==> src/hdl/lrups_pkg.sv <==
// shared types and constants for the lru page replacement stack
// no dependencies; used by lrups_ctrl, lrups_dpath and the top level

package lrups_pkg;

   // default build sizes
   localparam int DEPTH_DEF     = 8;
   localparam int PAGE_BITS_DEF = 16;

   // capacity register and occupancy field are fixed at four bits
   localparam int          CAP_BITS  = 4;
   localparam logic [3:0]  CAP_RESET = 4'd8;
   localparam int          OCC_BITS  = 4;

   // per-item sequencer states
   typedef enum logic [1:0] {
      ST_IDLE,
      ST_MATCH,
      ST_UPDATE
   } state_type;

   // controller to datapath commands
   typedef struct packed {
      logic load_page;
      logic capture_match;
      logic update;
   } cmd_type;

   // datapath to controller status
   typedef struct packed {
      logic out_free;
   } status_type;

endpackage

==> src/hdl/lrups_ctrl.sv <==
// sequencer for the lru page replacement stack: accept, match, update
// depends on lrups_pkg for the state, command and status types

module lrups_ctrl (
   input  logic                  clock,
   input  logic                  reset,
   input  logic                  req_tvalid,
   output logic                  req_tready,
   input  lrups_pkg::status_type status,
   output lrups_pkg::cmd_type    cmd
);

   lrups_pkg::state_type state_ff;
   lrups_pkg::state_type state_in;

   always_ff @(posedge clock) begin
      if (reset) begin
         state_ff <= lrups_pkg::ST_IDLE;
      end else begin
         state_ff <= state_in;
      end
   end

   // next state
   always_comb begin
      state_in = state_ff;
      case (state_ff)
         lrups_pkg::ST_IDLE: begin
            if (req_tvalid) state_in = lrups_pkg::ST_MATCH;
         end
         lrups_pkg::ST_MATCH: begin
            state_in = lrups_pkg::ST_UPDATE;
         end
         lrups_pkg::ST_UPDATE: begin
            if (status.out_free) state_in = lrups_pkg::ST_IDLE;
         end
         default: begin
            state_in = lrups_pkg::ST_IDLE;
         end
      endcase
   end

   // outputs
   always_comb begin
      req_tready        = 1'b0;
      cmd.load_page     = 1'b0;
      cmd.capture_match = 1'b0;
      cmd.update        = 1'b0;
      case (state_ff)
         lrups_pkg::ST_IDLE: begin
            req_tready    = 1'b1;
            cmd.load_page = req_tvalid;
         end
         lrups_pkg::ST_MATCH: begin
            cmd.capture_match = 1'b1;
         end
         lrups_pkg::ST_UPDATE: begin
            cmd.update = status.out_free;
         end
         default: begin
            req_tready = 1'b0;
         end
      endcase
   end

endmodule

==> src/hdl/lrups_dpath.sv <==
// datapath of the lru page replacement stack: recency stack cells, fill count,
// capacity register, match vector and result register; depends on lrups_pkg

module lrups_dpath #(
   parameter int DEPTH     = lrups_pkg::DEPTH_DEF,
   parameter int PAGE_BITS = lrups_pkg::PAGE_BITS_DEF
) (
   input  logic                          clock,
   input  logic                          reset,
   input  lrups_pkg::cmd_type            cmd,
   output lrups_pkg::status_type         status,
   input  logic [PAGE_BITS-1:0]          page,
   input  logic                          csr_write,
   input  logic [lrups_pkg::CAP_BITS-1:0] csr_value,
   input  logic                          rsp_take,
   output logic                          rsp_valid,
   output logic                          rsp_hit,
   output logic                          rsp_evict_valid,
   output logic [PAGE_BITS-1:0]          rsp_evicted_page,
   output logic [lrups_pkg::OCC_BITS-1:0] rsp_occupancy
);

   localparam int CNT_W = $clog2(DEPTH + 1);

   logic [PAGE_BITS-1:0]           page_ff;
   logic [PAGE_BITS-1:0]           stack_ff [DEPTH];
   logic [PAGE_BITS-1:0]           stack_in [DEPTH];
   logic [CNT_W-1:0]               fill_ff;
   logic [CNT_W-1:0]               fill_in;
   logic [lrups_pkg::CAP_BITS-1:0] cap_ff;
   logic [DEPTH-1:0]               match_ff;
   logic [DEPTH-1:0]               match_in;
   logic [DEPTH-1:0]               shift_sel;
   logic [CNT_W-1:0]               lim;
   logic                           hit;
   logic                           evict;
   logic [PAGE_BITS-1:0]           victim;

   logic                           rsp_valid_ff;
   logic                           rsp_hit_ff;
   logic                           rsp_evict_ff;
   logic [PAGE_BITS-1:0]           rsp_page_ff;
   logic [lrups_pkg::OCC_BITS-1:0] rsp_occ_ff;

   // frames in use: zero reads as one, above the built depth saturates
   always_comb begin
      if (cap_ff == '0) begin
         lim = CNT_W'(1);
      end else if (32'(cap_ff) > 32'(DEPTH)) begin
         lim = CNT_W'(DEPTH);
      end else begin
         lim = CNT_W'(cap_ff);
      end
   end

   // parallel compare against resident entries
   always_comb begin
      for (int i = 0; i < DEPTH; i++) begin
         match_in[i] = (stack_ff[i] == page_ff) && (CNT_W'(i) < fill_ff);
      end
   end

   assign hit    = |match_ff;
   assign evict  = !hit && (fill_ff >= lim);
   assign victim = evict ? stack_ff[0] : '0;

   // entries at or above the first match close the gap; all shift on eviction
   always_comb begin
      logic acc;
      acc = 1'b0;
      for (int i = 0; i < DEPTH; i++) begin
         acc          = acc | match_ff[i];
         shift_sel[i] = hit ? acc : evict;
      end
   end

   always_comb begin
      logic [CNT_W-1:0] wr_idx;
      logic             wr_en;
      if (hit || evict) begin
         fill_in = fill_ff;
         wr_idx  = fill_ff - CNT_W'(1);
         wr_en   = 1'b1;
      end else if (32'(fill_ff) < 32'(DEPTH)) begin
         fill_in = fill_ff + CNT_W'(1);
         wr_idx  = fill_ff;
         wr_en   = 1'b1;
      end else begin
         fill_in = fill_ff;
         wr_idx  = fill_ff;
         wr_en   = 1'b0;
      end
      for (int i = 0; i < DEPTH; i++) begin
         if (shift_sel[i] && (CNT_W'(i + 1) < fill_ff)) begin
            stack_in[i] = stack_ff[(i + 1 < DEPTH) ? i + 1 : i];
         end else begin
            stack_in[i] = stack_ff[i];
         end
         if (wr_en && (wr_idx == CNT_W'(i))) begin
            stack_in[i] = page_ff;
         end
      end
   end

   // stack cells hold payload only
   always_ff @(posedge clock) begin
      if (cmd.load_page) page_ff <= page;
      if (cmd.capture_match) match_ff <= match_in;
      if (cmd.update) begin
         for (int i = 0; i < DEPTH; i++) begin
            stack_ff[i] <= stack_in[i];
         end
         rsp_hit_ff   <= hit;
         rsp_evict_ff <= evict;
         rsp_page_ff  <= victim;
         rsp_occ_ff   <= lrups_pkg::OCC_BITS'(fill_in);
      end
   end

   always_ff @(posedge clock) begin
      if (reset) begin
         fill_ff      <= '0;
         cap_ff       <= lrups_pkg::CAP_RESET;
         rsp_valid_ff <= 1'b0;
      end else begin
         if (cmd.update) fill_ff <= fill_in;
         if (csr_write) cap_ff <= csr_value;
         if (cmd.update) begin
            rsp_valid_ff <= 1'b1;
         end else if (rsp_take) begin
            rsp_valid_ff <= 1'b0;
         end
      end
   end

   assign status.out_free  = !rsp_valid_ff || rsp_take;
   assign rsp_valid        = rsp_valid_ff;
   assign rsp_hit          = rsp_hit_ff;
   assign rsp_evict_valid  = rsp_evict_ff;
   assign rsp_evicted_page = rsp_page_ff;
   assign rsp_occupancy    = rsp_occ_ff;

endmodule

==> src/hdl/lru_page_replacement_stack.sv <==
// top level of the lru page replacement stack
// depends on lrups_pkg, lrups_ctrl and lrups_dpath

// usage
// - req channel: one page reference per item; req_tdata carries the page
// - rsp channel: one result per reference, carrying hit, evict flag, the
//   evicted page (zero when none) and the occupancy after the reference
// - csr channel: writes the capacity register (frames in use); csr_ready is
//   always high, write only while no reference is in flight
// - sequence: a reference is taken in the idle state, compared against all
//   resident entries in the match state, and the stack is updated and the
//   result registered in the update state; rsp_tvalid comes from that register
// - one reference at a time: the three-step sequencer (accept, parallel
//   compare, shift and write) takes a new one only after the update step
// - the next reference is accepted while a result still waits on rsp
// - receiver stall: a held result keeps its value; a following reference
//   waits in the update step until the result register frees up
// - reset: the stack empties (fill count zero), capacity returns to 8 and
//   no result is pending; stack cells are not cleared
// - capacity zero acts as one, above the depth acts as the depth; lowering
//   it flushes nothing and the fill count stays: each miss evicts one page

module lru_page_replacement_stack #(
   parameter int DEPTH     = lrups_pkg::DEPTH_DEF,
   parameter int PAGE_BITS = lrups_pkg::PAGE_BITS_DEF
) (
   input  logic clock,
   input  logic reset,
   // page references
   input  logic                                 req_tvalid,
   output logic                                 req_tready,
   // [PAGE_BITS-1:0] page, zero padded
   input  logic [((PAGE_BITS + 7) / 8) * 8 - 1:0] req_tdata,
   // results
   output logic                                 rsp_tvalid,
   input  logic                                 rsp_tready,
   // [0] hit, [1] evict_valid, [PAGE_BITS+1:2] evicted_page,
   // [PAGE_BITS+5:PAGE_BITS+2] occupancy, zero padded
   output logic [((PAGE_BITS + 13) / 8) * 8 - 1:0] rsp_tdata,
   // capacity register write
   input  logic                                 csr_valid,
   output logic                                 csr_ready,
   input  logic [lrups_pkg::CAP_BITS-1:0]       csr_data
);

   localparam int RSP_W = ((PAGE_BITS + 13) / 8) * 8;
   localparam int RSP_USED = PAGE_BITS + 2 + lrups_pkg::OCC_BITS;

   lrups_pkg::cmd_type    cmd;
   lrups_pkg::status_type status;

   logic                           rsp_hit;
   logic                           rsp_evict_valid;
   logic [PAGE_BITS-1:0]           rsp_evicted_page;
   logic [lrups_pkg::OCC_BITS-1:0] rsp_occupancy;

   // configuration is always taken
   assign csr_ready = 1'b1;

   lrups_ctrl u_ctrl (
      .clock      (clock),
      .reset      (reset),
      .req_tvalid (req_tvalid),
      .req_tready (req_tready),
      .status     (status),
      .cmd        (cmd)
   );

   lrups_dpath #(
      .DEPTH     (DEPTH),
      .PAGE_BITS (PAGE_BITS)
   ) u_dpath (
      .clock            (clock),
      .reset            (reset),
      .cmd              (cmd),
      .status           (status),
      .page             (req_tdata[PAGE_BITS-1:0]),
      .csr_write        (csr_valid & csr_ready),
      .csr_value        (csr_data),
      .rsp_take         (rsp_tready),
      .rsp_valid        (rsp_tvalid),
      .rsp_hit          (rsp_hit),
      .rsp_evict_valid  (rsp_evict_valid),
      .rsp_evicted_page (rsp_evicted_page),
      .rsp_occupancy    (rsp_occupancy)
   );

   // pack result fields, lowest first
   assign rsp_tdata = RSP_W'({rsp_occupancy, rsp_evicted_page, rsp_evict_valid, rsp_hit})
                      & {{(RSP_W - RSP_USED){1'b0}}, {RSP_USED{1'b1}}};

endmodule
==> config.mk <==
export PLATFORM = sky130hd
export DESIGN_NAME = lru_page_replacement_stack
export DESIGN_NICKNAME = d
export VERILOG_FILES = /design/src/hdl/lrups_pkg.sv /design/src/hdl/lrups_ctrl.sv /design/src/hdl/lrups_dpath.sv /design/src/hdl/lru_page_replacement_stack.sv
export SDC_FILE = /design/constraint.sdc
export NUM_CORES = 1
export LEC_CHECK = 0
export ABC_AREA = 1
export BUFFER_PORTS_ARGS = -buffer_cell sky130_fd_sc_hd__buf_2
export CORE_MARGIN = 3
export CORE_UTILIZATION = 36
export DETAILED_ROUTE_END_ITERATION = 7
export GPL_TIMING_DRIVEN = 0
export PLACE_DENSITY = 0.49
export SKIP_CTS_REPAIR_TIMING = 1
export SLEW_MARGIN = 20
export SYNTH_ARGS = -nofsm -noshare
export SYNTH_HDL_FRONTEND = slang
export SYNTH_SLANG_ARGS = --single-unit
==> constraint.sdc <==
create_clock -name clock -period 4.4 [get_ports clock]
set_input_delay 1.1 -clock clock [delete_from_list [all_inputs] [get_ports clock]]
set_output_delay 1.1 -clock clock [all_outputs]
set_load 0.01 [all_outputs]
== Word-level counts from Yosys, hierarchy flattened ==
Memories as Yosys holds them, arrays and structs flattened.
Index checks and enable logic that the tools add are counted.

* Memories kept: 1
* Memory bits (writable): 128
* Register bits: 57
* Word-level logic and storage cells: 123

* $add $sub $neg: 2
* Eq/ne operators: 19
* Reductions and logical operators: 34
* Bitwise operators: 6
* Multiplexer cells: 40
* Order comparisons: 11

{| class="wikitable"
|+ Memories
! memory !! depth !! bits a word !! read ports !! clocked after Yosys merged registers in !! wr ports !! RTL line !! RTL
|-
| u_dpath.stack_ff || 8 || 16 || 8 || 0 || 8 || lrups_dpath.sv:26 || <nowiki>logic [PAGE_BITS-1:0] stack_ff [DEPTH];</nowiki>
|}

{| class="wikitable"
|+ Operator list
! kind !! number
|-
| 2-to-1 mux 16 bit || 15
|-
| equality test 16 bit || 8
|-
| logical AND 1 bit || 24
|-
| 2-to-1 mux 4 bit || 5
|-
| 2-to-1 mux 1 bit || 17
|-
| equality test 4 x 3 -> 1 bit (second input constant) || 4
|-
| < comparator 3 x 4 -> 1 bit (first input constant) || 4
|-
| equality test 4 x 2 -> 1 bit (second input constant) || 2
|-
| zero test 4 bit || 2
|-
| < comparator 1 x 4 -> 1 bit (first input constant) || 2
|-
| < comparator 2 x 4 -> 1 bit (first input constant) || 2
|-
| OR reduction 8 bit || 1
|-
| OR 1 bit || 6
|-
| case mux 2 bit (3 select lines) || 1
|-
| adder 4 x 1 -> 4 bit (second input constant) || 1
|-
| equality test 4 x 1 -> 1 bit (second input constant) || 1
|-
| greater-or-equal comparator 4 bit || 1
|-
| > comparator 4 bit (second input constant) || 1
|-
| < comparator 4 bit (second input constant) || 1
|-
| 2-to-1 mux 2 bit || 2
|-
| subtractor 4 x 1 -> 4 bit (second input constant) || 1
|-
| equality test 2 x 1 -> 1 bit (second input constant) || 1
|-
| equality test 2 bit (second input constant) || 1
|-
| zero test 1 bit || 2
|-
| 6 further kinds || 7
|}

== Logic depth before layout (Yosys ltp) ==
* Depth in word-level cells: 10
* Mapped depth: 18
* Mapped depth without buffers: 16

== Cells and area by module ==
From an unflattened synthesis, not the netlist that was laid out.

* Cell total of the unflattened synthesis: 1,057
* Area, all modules: 9,862.0 um2

{| class="wikitable"
|+ By module, submodules not included
! module !! cells each !! area an instance (um2) !! instances
|-
| lrups_dpath || 1,035 || 9,714.3 || 1
|-
| lrups_ctrl || 15 || 102.6 || 1
|-
| lru_page_replacement_stack || 7 || 45.0 || 1
|}

== Least setup slack after synthesis ==
Ideal clock, no wire load.

* Path kind: reg-to-reg
* Start point: register, netlist name u_dpath.cap_ff[1]
* End point: memory u_dpath.stack_ff[1][48] (netlist bit) (enable)
* Cell stages (with the launch flop): 18
* Required time: 4.012 ns
* Library setup time: 0.388 ns
* Path buffers: 2
* Data arrival time: 2.664 ns
* Period minus slack after synthesis: 3.052 ns
* Path slack: 1.348 ns
* Path through: dfxtp_1 > inv_1 > a21oi_1 > nor2_1 > ha_1 > inv_1 > nand2_1 > nand2_1 > nand2_1 > nand2_1 > nand3_2 > buf_6 > nand2_1 > nand2_2 > nor2_8 > buf_2 > nand2_1 > nor2_1

{| class="wikitable"
|+ RTL lines
! element !! RTL line
|-
| end, declared || lrups_dpath.sv:26
|}

==> impl_metrics.env <==
export IMPL_clock_latency_ns=0.46
export IMPL_grt_max_degree=24
export IMPL_path_depth=15
export IMPL_grt_antenna_before_repair=1
export IMPL_slew_violations=0
export IMPL_setup_viol=0
export IMPL_nets=1147
export IMPL_path_cells="inv_1, ha_1, inv_1, nand2_1, nand2_1, nand2_1, nand2_1, nand3_2, buf_6, nand2_1, nand2_4, nor2_8, nand2_4, buf_6, a21oi_2"
export IMPL_fp_row_count=60
export IMPL_gp_congestion=0.8574
export IMPL_routedWlPerCell_um=22.50
export IMPL_period_needed_ns=3.573
export IMPL_cts_sinks=185
export IMPL_critPathMaxFanout=16
export IMPL_cp_data_required_time_ns=4.47
export IMPL_worst_hold_path_type="flip-flop to flip-flop"
export IMPL_crit_slowest_cell="a21oi_2"
export IMPL_yosysUniqueCellTypes=35
export IMPL_synth_top_family_by_area="simple AND/OR/NAND/NOR gates"
export IMPL_drc_errors=0
export IMPL_syn_to_final_growth_pct=13.18
export IMPL_cellPowerDensity_nw_per_um2=354.7
export IMPL_cts_root_buf="clkbuf_16"
export IMPL_synth_seq_cells=185
export IMPL_worstRegToRegCells=15
export IMPL_tightest_slew_ns=1.212
export IMPL_finalPower_mw=3.986
export IMPL_grt_pass1_vias=7642
export IMPL_ios=52
export IMPL_final_cells=1469
export IMPL_port_buffers=47
export IMPL_initial_utilization_pct=36.75
export IMPL_cts_buffers_inserted=17
export IMPL_crit_type="flip-flop to flip-flop"
export IMPL_irDropWorstVdd_uv=191.3
export IMPL_hpwl_um=23850
export IMPL_drt_iter0_markers=801
export IMPL_dr_total_vias=7946
export IMPL_clk_pin_slew_worst_paths_ns=0.09
export IMPL_dp_cells=1437
export IMPL_synth_area_per_cell_um2=9.485
export IMPL_cp_buffers_inverters=4
export IMPL_synthXorXnorAreaFrac_pct=4.057
export IMPL_synth_fa_ha_area_share_pct=0.8819
export IMPL_worstPathArrival_ns=3.64
export IMPL_maxSlewHeadroom_pct=19.17
export IMPL_critical_path_most_common_cell="nand2_1"
export IMPL_die_h_um=172.1
export IMPL_grt_overflow=0
export IMPL_skew_ns=0.01852
export IMPL_fmax_ghz=0.2799
export IMPL_outcome="finished clean"
export IMPL_wl_um=33050
export IMPL_ys_seq_area_share_pct=54.83
export IMPL_grt_pass1_wl_um=48700
export IMPL_crit_path_max_incr_delay_ns=0.79
export IMPL_diodes=0
export IMPL_dieArea_um2=29620
export IMPL_firstDrtPassIters=5
export IMPL_synthSimpleGateAreaFrac_pct=26.63
export IMPL_antenna_left=0
export IMPL_core_um2=27030
export IMPL_synth_compound_area_share_pct=6.741
export IMPL_p_leak_nw=4.653
export IMPL_whs_path_depth=0
export IMPL_tritoncts="yes"
export IMPL_fin_crit_sh_pct=81.20
export IMPL_syn_area_um2=9931
export IMPL_viasPerCell=5.409
export IMPL_synth_mux_area_share_pct=0
export IMPL_hold_viol=0
export IMPL_cap_viol_max_count=0
export IMPL_drive_gt1_share_pct=15.16
export IMPL_synth_cells=1047
export IMPL_cp_end_kind="flip-flop"
export IMPL_path_delay_family="simple AND/OR/NAND/NOR gates"
export IMPL_die_x_um=172.1
export IMPL_synth_warnings=0
export IMPL_cts_max_level=4
export IMPL_tns_ns=0
export IMPL_gr_usage_all_layers_pct=22.80
export IMPL_clk_path_buf_depth=2
export IMPL_rsz0062_at_grt="false"
export IMPL_cp_start_kind="flip-flop"
-- worst register-to-register path, delay by kind of cell (launching register included) --
family,cells,cell delay (ns)
buffers and inverters,4,0.57
adder cells (fa/ha/maj),1,0.31
AO/OA/AOI/OAI,1,0.79
flip-flops,1,0.45
AND/OR/NAND/NOR,9,1.07
-- final cells by class --
type,instances,area [um2]
well taps,341,426.7
plain buffers,63,417.9
clock buffers,17,425.4
flip-flops and latches,185,5445
multi-input cells,732,3824
repair buffers,48,242.7
clock inverters,15,202.7
fillers,2714,15790
inverters,68,255.2
-- per-layer routing --
layer	share of wire [%]	track usage (%)
met1	45	30.58
met2	48	38.03
met3	5.5	3.795
met4	2.2	7.081
met5	0	0
-- final timing paths --
path,from,slack [ns],endpoint
setup reg to reg,u_dpath.fill_ff[0],0.83,u_dpath.stack_ff[0][10]
hold / removal,u_dpath.page_ff[3],0.46,u_dpath.stack_ff[1][51]
setup / recovery,u_dpath.fill_ff[0],0.83,u_dpath.stack_ff[0][10]
hold reg to reg,u_dpath.page_ff[3],0.46,u_dpath.stack_ff[1][51]
-- report_power, final --
group / switching [mW] / leakage (nW) / internal (mW) / total (mW)
sequential: 0.0304 / 1.66 / 1.94 / 1.97
clock: 0.846 / 0.301 / 0.794 / 1.64
combinational: 0.275 / 2.69 / 0.105 / 0.380
-- kinds of logic after synthesis --
group	after synthesis
adder cells (fa/ha/maj)	7
AND/OR/NAND/NOR	575
AO/OA/AOI/OAI	101
flip-flops	185
buffers and inverters	131
XOR/XNOR	46
other	2
-- registers in the layout, summed over array words and instances, names as in the netlist, 2 cells and up --
register                  count
u_ctrl.state_ff               2
u_dpath.cap_ff                4
u_dpath.fill_ff               4
u_dpath.match_ff              8
u_dpath.page_ff              16
u_dpath.rsp_evicted_page     16
u_dpath.rsp_occupancy         4
u_dpath.stack_ff            128
-- cell usage in the layout, fill, tap and decap left out, types with 7 or more instances in the layout --
cell,netlist,layout
o22ai_1,19,19
inv_1,64,64
nor2_1,64,63
xnor2_1,13,13
nand2_2,8,8
a21oi_2,8,8
clkbuf_16,0,17
a21oi_1,12,12
clkbuf_1,22,22
xor2_1,33,33
buf_2,7,54
edfxtp_1,174,174
ha_1,7,7
nand4_1,13,13
nor4_1,11,11
nor2_8,7,7
or2_2,20,20
buf_6,16,16
buf_4,11,12
o21ai_0,31,31
nand3_1,126,126
a221oi_1,20,20
dfxtp_1,11,11
nand2_1,308,308
nand2_4,9,9
-- synthesized netlist by cell type --
cell	instances	share of area, %
a211oi_1	4	0.30
a21oi_1	12	0.60
a21oi_2	8	0.71
a221oi_1	20	1.8
a22o_1	4	0.35
buf_1	6	0.23
buf_2	7	0.35
buf_4	11	0.83
buf_6	16	1.8
buf_8	1	0.15
clkbuf_1	22	0.83
clkinv_1	4	0.15
conb_1	2	0.076
dfxtp_1	11	2.2
edfxtp_1	174	53
ha_1	7	0.88
inv_1	64	2.4
nand2_1	308	12
nand2_2	8	0.50
nand2_4	9	1.0
nand3_1	126	6.3
nand3_2	1	0.10
nand4_1	13	0.82
nor2_1	64	2.4
nor2_2	1	0.063
nor2_8	7	1.4
nor3_1	7	0.35
nor4_1	11	0.69
o211a_1	1	0.10
o211ai_1	2	0.15
o21ai_0	31	1.6
o22ai_1	19	1.2
or2_2	20	1.3
xnor2_1	13	1.1
xor2_1	33	2.9
-- through the flow --
step                      instance area [um2]  hold slack (ns)  setup WS (ns)  utilization, %
after detailed placement                10610           0.4347         0.8441           39.26
after global placement                  10600           0.4297         0.6211           39.21
after global routing                    11240           0.4647         0.6132           41.59
final                                   11240           0.4570         0.8272           41.59
after CTS                               11240           0.4554         0.8266           41.59
after floorplan                          9935           0.4244          1.348               -
Note: power is estimated with default switching activity, not from simulation.
